### config.mk
export PLATFORM = sky130hd
export DESIGN_NAME = heq_front_flat
export DESIGN_NICKNAME = d
export VERILOG_FILES = /design/src/rtl/heq_pkg.sv /design/src/rtl/heq_in_if.sv /design/src/rtl/heq_front.sv /design/src/flat_wrapper.sv
export SDC_FILE = /design/constraint.sdc
export NUM_CORES = 1
export LEC_CHECK = 0
export BUFFER_PORTS_ARGS = -buffer_cell sky130_fd_sc_hd__buf_2
export CAP_MARGIN = 5
export CORE_MARGIN = 2
export CORE_UTILIZATION = 46
export DETAILED_ROUTE_END_ITERATION = 8
export GPL_TIMING_DRIVEN = 0
export PLACE_DENSITY = 0.78
export SLEW_MARGIN = 20
export SYNTH_ARGS = -nofsm -noshare
export SYNTH_HDL_FRONTEND = slang
export SYNTH_SLANG_ARGS = --single-unit
### constraint.sdc
create_clock -name clk -period 5.3 [get_ports clk]
set_input_delay 1.325 -clock clk [delete_from_list [all_inputs] [get_ports clk]]
set_output_delay 1.325 -clock clk [all_outputs]
set_load 0.05 [all_outputs]
### src/rtl/heq_pkg.sv
// ----------------------------------------------------------------------------
// heq_pkg
// shared widths, codes, item types and helpers of the histogram equalizer
// ----------------------------------------------------------------------------
package heq_pkg;

  localparam int PIX_W       = 8;
  localparam int HIST_DEPTH  = 256;
  localparam int CFG_W       = 13;
  localparam int MAX_SIDE    = 4096;
  localparam int W_RESET     = 640;
  localparam int H_RESET     = 480;

  // frame size and counts reach MAX_SIDE*MAX_SIDE, one bit more than 24
  localparam int CNT_W       = 25;
  localparam int BIN_W       = 25;
  // 510*cdf + N and 2N << 8 both stay below 2**34
  localparam int NUM_W       = 34;
  localparam int QUO_W       = 8;
  localparam int STEP_W      = 3;

  localparam int QUEUE_DEPTH = 4;
  localparam int QUEUE_AW    = 2;
  localparam int QUEUE_CW    = 3;

  localparam int ADDR_W      = 3;
  localparam int DATA_W      = 32;

  // register index, taken from paddr[2]
  localparam logic REG_WIDTH  = 1'b0;
  localparam logic REG_HEIGHT = 1'b1;

  localparam logic OP_COUNT = 1'b0;
  localparam logic OP_MAP   = 1'b1;

  typedef enum logic {
    KIND_COUNT = 1'b0,
    KIND_MAP   = 1'b1
  } kind_t;

  typedef struct packed {
    kind_t            kind;
    logic [PIX_W-1:0] pixel;
  } item_t;

  typedef struct packed {
    logic [PIX_W-1:0] mapped_pixel;
    logic             lut_ready;
  } result_t;

  function automatic logic [CFG_W-1:0] clamp_side(input logic [CFG_W-1:0] v);
    logic [CFG_W-1:0] r;
    if (v == '0) begin
      r = CFG_W'(1);
    end else if (v > CFG_W'(MAX_SIDE)) begin
      r = CFG_W'(MAX_SIDE);
    end else begin
      r = v;
    end
    return r;
  endfunction

endpackage

### src/rtl/heq_in_if.sv
// ----------------------------------------------------------------------------
// heq_in_if
// input pixel channel: op and pixel with valid/ready
// ----------------------------------------------------------------------------
interface heq_in_if;
  logic                      valid;
  logic                      ready;
  logic                      op;
  logic [heq_pkg::PIX_W-1:0] pixel;

  modport source (output valid, op, pixel, input ready);
  modport sink   (input valid, op, pixel, output ready);
endinterface

### src/rtl/heq_front.sv
// ----------------------------------------------------------------------------
// heq_front
// accepts pixel beats, tags them as count or map work, queues them
// ----------------------------------------------------------------------------
module heq_front (
  input  logic            clk,
  input  logic            rst,
  heq_in_if.sink          in_ch,
  output logic            q_valid,
  output heq_pkg::item_t  q_item,
  input  logic            q_pop
);

  heq_pkg::item_t                   queue [heq_pkg::QUEUE_DEPTH];
  logic [heq_pkg::QUEUE_AW-1:0]     wp;
  logic [heq_pkg::QUEUE_AW-1:0]     rp;
  logic [heq_pkg::QUEUE_CW-1:0]     fill;
  heq_pkg::item_t                   item_in;
  logic                             push;

  always_comb begin
    item_in.pixel = in_ch.pixel;
    unique case (in_ch.op)
      heq_pkg::OP_MAP:   item_in.kind = heq_pkg::KIND_MAP;
      default:           item_in.kind = heq_pkg::KIND_COUNT;
    endcase
  end

  assign in_ch.ready = (fill != heq_pkg::QUEUE_CW'(heq_pkg::QUEUE_DEPTH));
  assign push        = in_ch.valid && in_ch.ready;
  assign q_valid     = (fill != '0);
  assign q_item      = queue[rp];

  always_ff @(posedge clk) begin
    if (push) begin
      queue[wp] <= item_in;
    end
  end

  always_ff @(posedge clk) begin
    if (rst) begin
      wp   <= '0;
      rp   <= '0;
      fill <= '0;
    end else begin
      if (push) begin
        wp <= wp + 1'b1;
      end
      if (q_pop) begin
        rp <= rp + 1'b1;
      end
      fill <= fill + heq_pkg::QUEUE_CW'(push) - heq_pkg::QUEUE_CW'(q_pop);
    end
  end

endmodule

### src/flat_wrapper.sv
// flat-port wrapper written by rule: the top's interface ports become plain ports
module heq_front_flat 
  (clk, rst, q_valid, q_item, q_pop, in_ch_valid, in_ch_op, in_ch_pixel, in_ch_ready);
  heq_in_if in_ch_i ();
  input  logic clk;
  input  logic rst;
  output logic q_valid;
  output heq_pkg::item_t q_item;
  input  logic q_pop;
  input wire logic [$bits(in_ch_i.valid)-1:0] in_ch_valid;
  input wire logic [$bits(in_ch_i.op)-1:0] in_ch_op;
  input wire logic [$bits(in_ch_i.pixel)-1:0] in_ch_pixel;
  output wire logic [$bits(in_ch_i.ready)-1:0] in_ch_ready;
  assign in_ch_i.valid = in_ch_valid;
  assign in_ch_i.op = in_ch_op;
  assign in_ch_i.pixel = in_ch_pixel;
  assign in_ch_ready = in_ch_i.ready;
  heq_front u_core (.clk(clk), .rst(rst), .in_ch(in_ch_i), .q_valid(q_valid), .q_item(q_item), .q_pop(q_pop));
endmodule
==> impl_metrics.ini <==
[clock_network]
cts_repair_resize_count = 0
ctsHtreeMaxLevel = 2
clk_pin_slew_ns = 0.08
max-clock-path-buffers = 2
cts.repair_timing.setup_buffer_count = 0
ctsHoldBuffers = 0
tritoncts.num_buffers = 5
tritoncts = done
cts-root-buf = clkbuf_8
clock_insertion_delay_worst_skew_ns = 0.29
cts_num_sinks = 45

[synth]
synthDistinctLibCells = 22
synth_seq_area_share = 0.713
synth_top_cells_by_area = edfxtp_1 (61%), mux4_2 (11%), dfxtp_1 (10%)
syn_nets = 115
synthesis.area_per_instance_sq_um = 18.6
post-synth-top-area-cell = edfxtp_1
netlist_instances = 95
synth_area_sq_um = 1770
ys_ff_latch = 45
ys.warnings.count = 0
synthDominantCellAreaShare = 0.611

[pwr]
total_leakage_power_nw = 0.762
power-per-cell-area_nw_per_um2 = 478
vdd.ir_drop.worst_uv = 310
finalPower_w = 0.000991

[routing]
drt_first_iter_violations = 55
route.antenna.remaining_nets = 0
vias_per_cell = 5.02
drc = 0
detail_route.first_pass.iterations = 4
routed_wire_length_per_instance_microns = 15.3
detailroute.via_count = 869
drt_wl_total_microns = 2640

[placement]
placedCellCount = 165
number_of_buffers_added_on_ports = 22
placed_cell_area_sq_um = 1940
place_worst_setup_slack_ns = 2.42
place_hpwl_microns = 1880
finalWeightedCongestion = 0.710

[timing]
fin_skew_ns = 0.00457
fin_crit_ns = 2.88
slew_viol_final = 0
min_period_over_period = 0.543
timing.final.hold_violations = 0
achievable_clock_frequency_mhz = 348
fin_setup_tns_ns = 0
slew_headroom = 0.665
post-route-worst-setup-slack_ns = 2.42
worst-slew-pin-transition_ns = 0.502
rsz0062_at_grt = no
finalSetupViolations = 0

[worst_hold_path]
hold-path-cell-count = 2
hp-class = flip-flop to flip-flop
worst_hold_path.endpoint = u_core.wp[1]$_SDFFE_PP0P_
min_from = u_core.wp[1]$_SDFFE_PP0P_

[cells_and_area]
synthToLayoutAreaGrowth_pct = 17.2
num-nets-final = 144
layout-drive-gt1-share = 0.352
antenna_cells = 0
fin_cells = 173
final_area_sq_um = 2070

[global_route]
met1_usage = 0.154
m3_gr_usage = 0.0511
global_route_wire_length_before_repair_microns = 4170
first_global_vias = 897
gr_util_all_layers = 0.136
grt_antenna_before_repair = 0
grt_start_max_net_pins = 15
gr-total-overflow = 0
use_met2 = 0.245
global_route.peak_usage_layer = met2

[worst_setup_path]
crit-reg2reg-capture = u_core.fill[2]$_SDFF_PP0_
cp_slowest_cell = mux4_2
crit_path_max_incr_delay_ns = 0.52
critical_path.n_buffers_inverters = 2
setup.worst_path.class = flip-flop to output port
cp_cell_sequence = buf_6 > mux4_2 > buf_2
critical_path_cell_count = 3
critical_path_required_ns = 3.97
startpoint_types = flip-flop
worstPathArrival_ns = 1.55
cp_max_fo = 9
timing.critical_path.max_delay_family = multiplexers
reg2reg_from = u_core.fill[1]$_SDFF_PP0_
worstSetupEndpointType = output port
rrSetupSlack_ns = 3.40
reg2regPathDepth = 8

[floorplanning]
floorplan.initialDensity = 0.480
die_x_microns = 66.0
area_enclosed_by_the_die_boundary_sq_um = 4360
die_h_microns = 66.0
fp-row-count = 22
core_sq_um = 3690
top_level_ports = 24

[run]
cap_violations = 0

[status]
outcome = finished, final reports clean
## layer usage
layer / routed length (microns) / up-vias
li1: - / 411
met1: 1060 / 435
met2: 1430 / 21
met3: 125 / 2
met4: 21 / 0
met5: 0 / -
## power breakdown
group	internal [W]	switching, W	total (W)
clock network	0.000187	0.000106	0.000293
registers	0.000430	0.0000241	0.000454
logic	0.0000795	0.000165	0.000244
## synth_stat cells, drive strengths merged
| library cell | count |
|---|---|
| nor3 | 1 |
| and2 | 5 |
| xor2 | 2 |
| nand2b | 2 |
| or3 | 1 |
| clkbuf | 2 |
| nor2b | 1 |
| mux2 | 1 |
| mux2i | 1 |
| dfxtp | 9 |
| ha | 6 |
| a21boi | 1 |
| nor2 | 8 |
| fa | 1 |
| nand2 | 2 |
| inv | 5 |
| mux4 | 9 |
| buf | 1 |
| edfxtp | 36 |
| xnor2 | 1 |
## tightest hold or removal path, cell delays in order (launching register included)
cell and delay [ns]:
dfxtp_1 0.35, nand2b_1 0.08, mux2i_1 0.06
## layout make-up
cell class | count | area, sq um
Buffer | 3 | 20.0
Fill cell | 307 | 1620
Multi-Input combinational cell | 42 | 469
Inverter | 5 | 18.8
Timing Repair Buffer | 22 | 110
Clock buffer | 5 | 68.8
Sequential cell | 45 | 1260
Clock inverter | 3 | 65.1
Tap cell | 48 | 60.1
## state kept, by name, indices dropped and copies added (netlist names), named ones only
signal / flops
u_core.queue: 36
u_core.fill: 3
u_core.rp: 2
u_core.wp: 2
## stage by stage
stage / hold slack, ns / util
floorplan: 0.482 / -
global placement: 0.496 / 0.526
detailed placement: 0.523 / 0.526
CTS: 0.544 / 0.562
global route: 0.586 / 0.562
finish: 0.535 / 0.562
## cell usage in the layout, fill, tap and decap left out, drive strengths merged
cell    netlist  layout
a21boi        1       1
nor2          8       8
clkinv        0       1
nor2b         1       1
buf           1      23
mux2i         1       1
mux4          9       9
nor3          1       1
edfxtp       36      36
and2          5       5
bufinv        0       2
nand2         2       2
or3           1       1
xnor2         1       1
fa            1       1
ha            6       6
inv           5       5
xor2          2       2
dfxtp         9       9
mux2          1       1
nand2b        2       2
clkbuf        2       7
## worst max-delay path by stage
stage                         start                        end  slack [ns]
after floorplan               q_pop  u_core.fill[2]$_SDFF_PP0_        2.66
after global placement        q_pop  u_core.fill[2]$_SDFF_PP0_        2.48
after detailed placement      q_pop  u_core.fill[2]$_SDFF_PP0_        2.42
after CTS                 flip-flop                  q_item[4]        2.39
after global routing      flip-flop                  q_item[4]        2.36
final                     flip-flop                  q_item[4]        2.42
## cells by family after synthesis
logic type / share of synthesized area
adder cells (fa/ha/maj): 0.0537
AO/OA/AOI/OAI: 0.0106
XOR/XNOR: 0.0149
multiplexers: 0.129
buffers and inverters: 0.0219
AND/OR/NAND/NOR: 0.0573
flip-flops: 0.713
No activity file was read; power rests on OpenSTA's default activity.
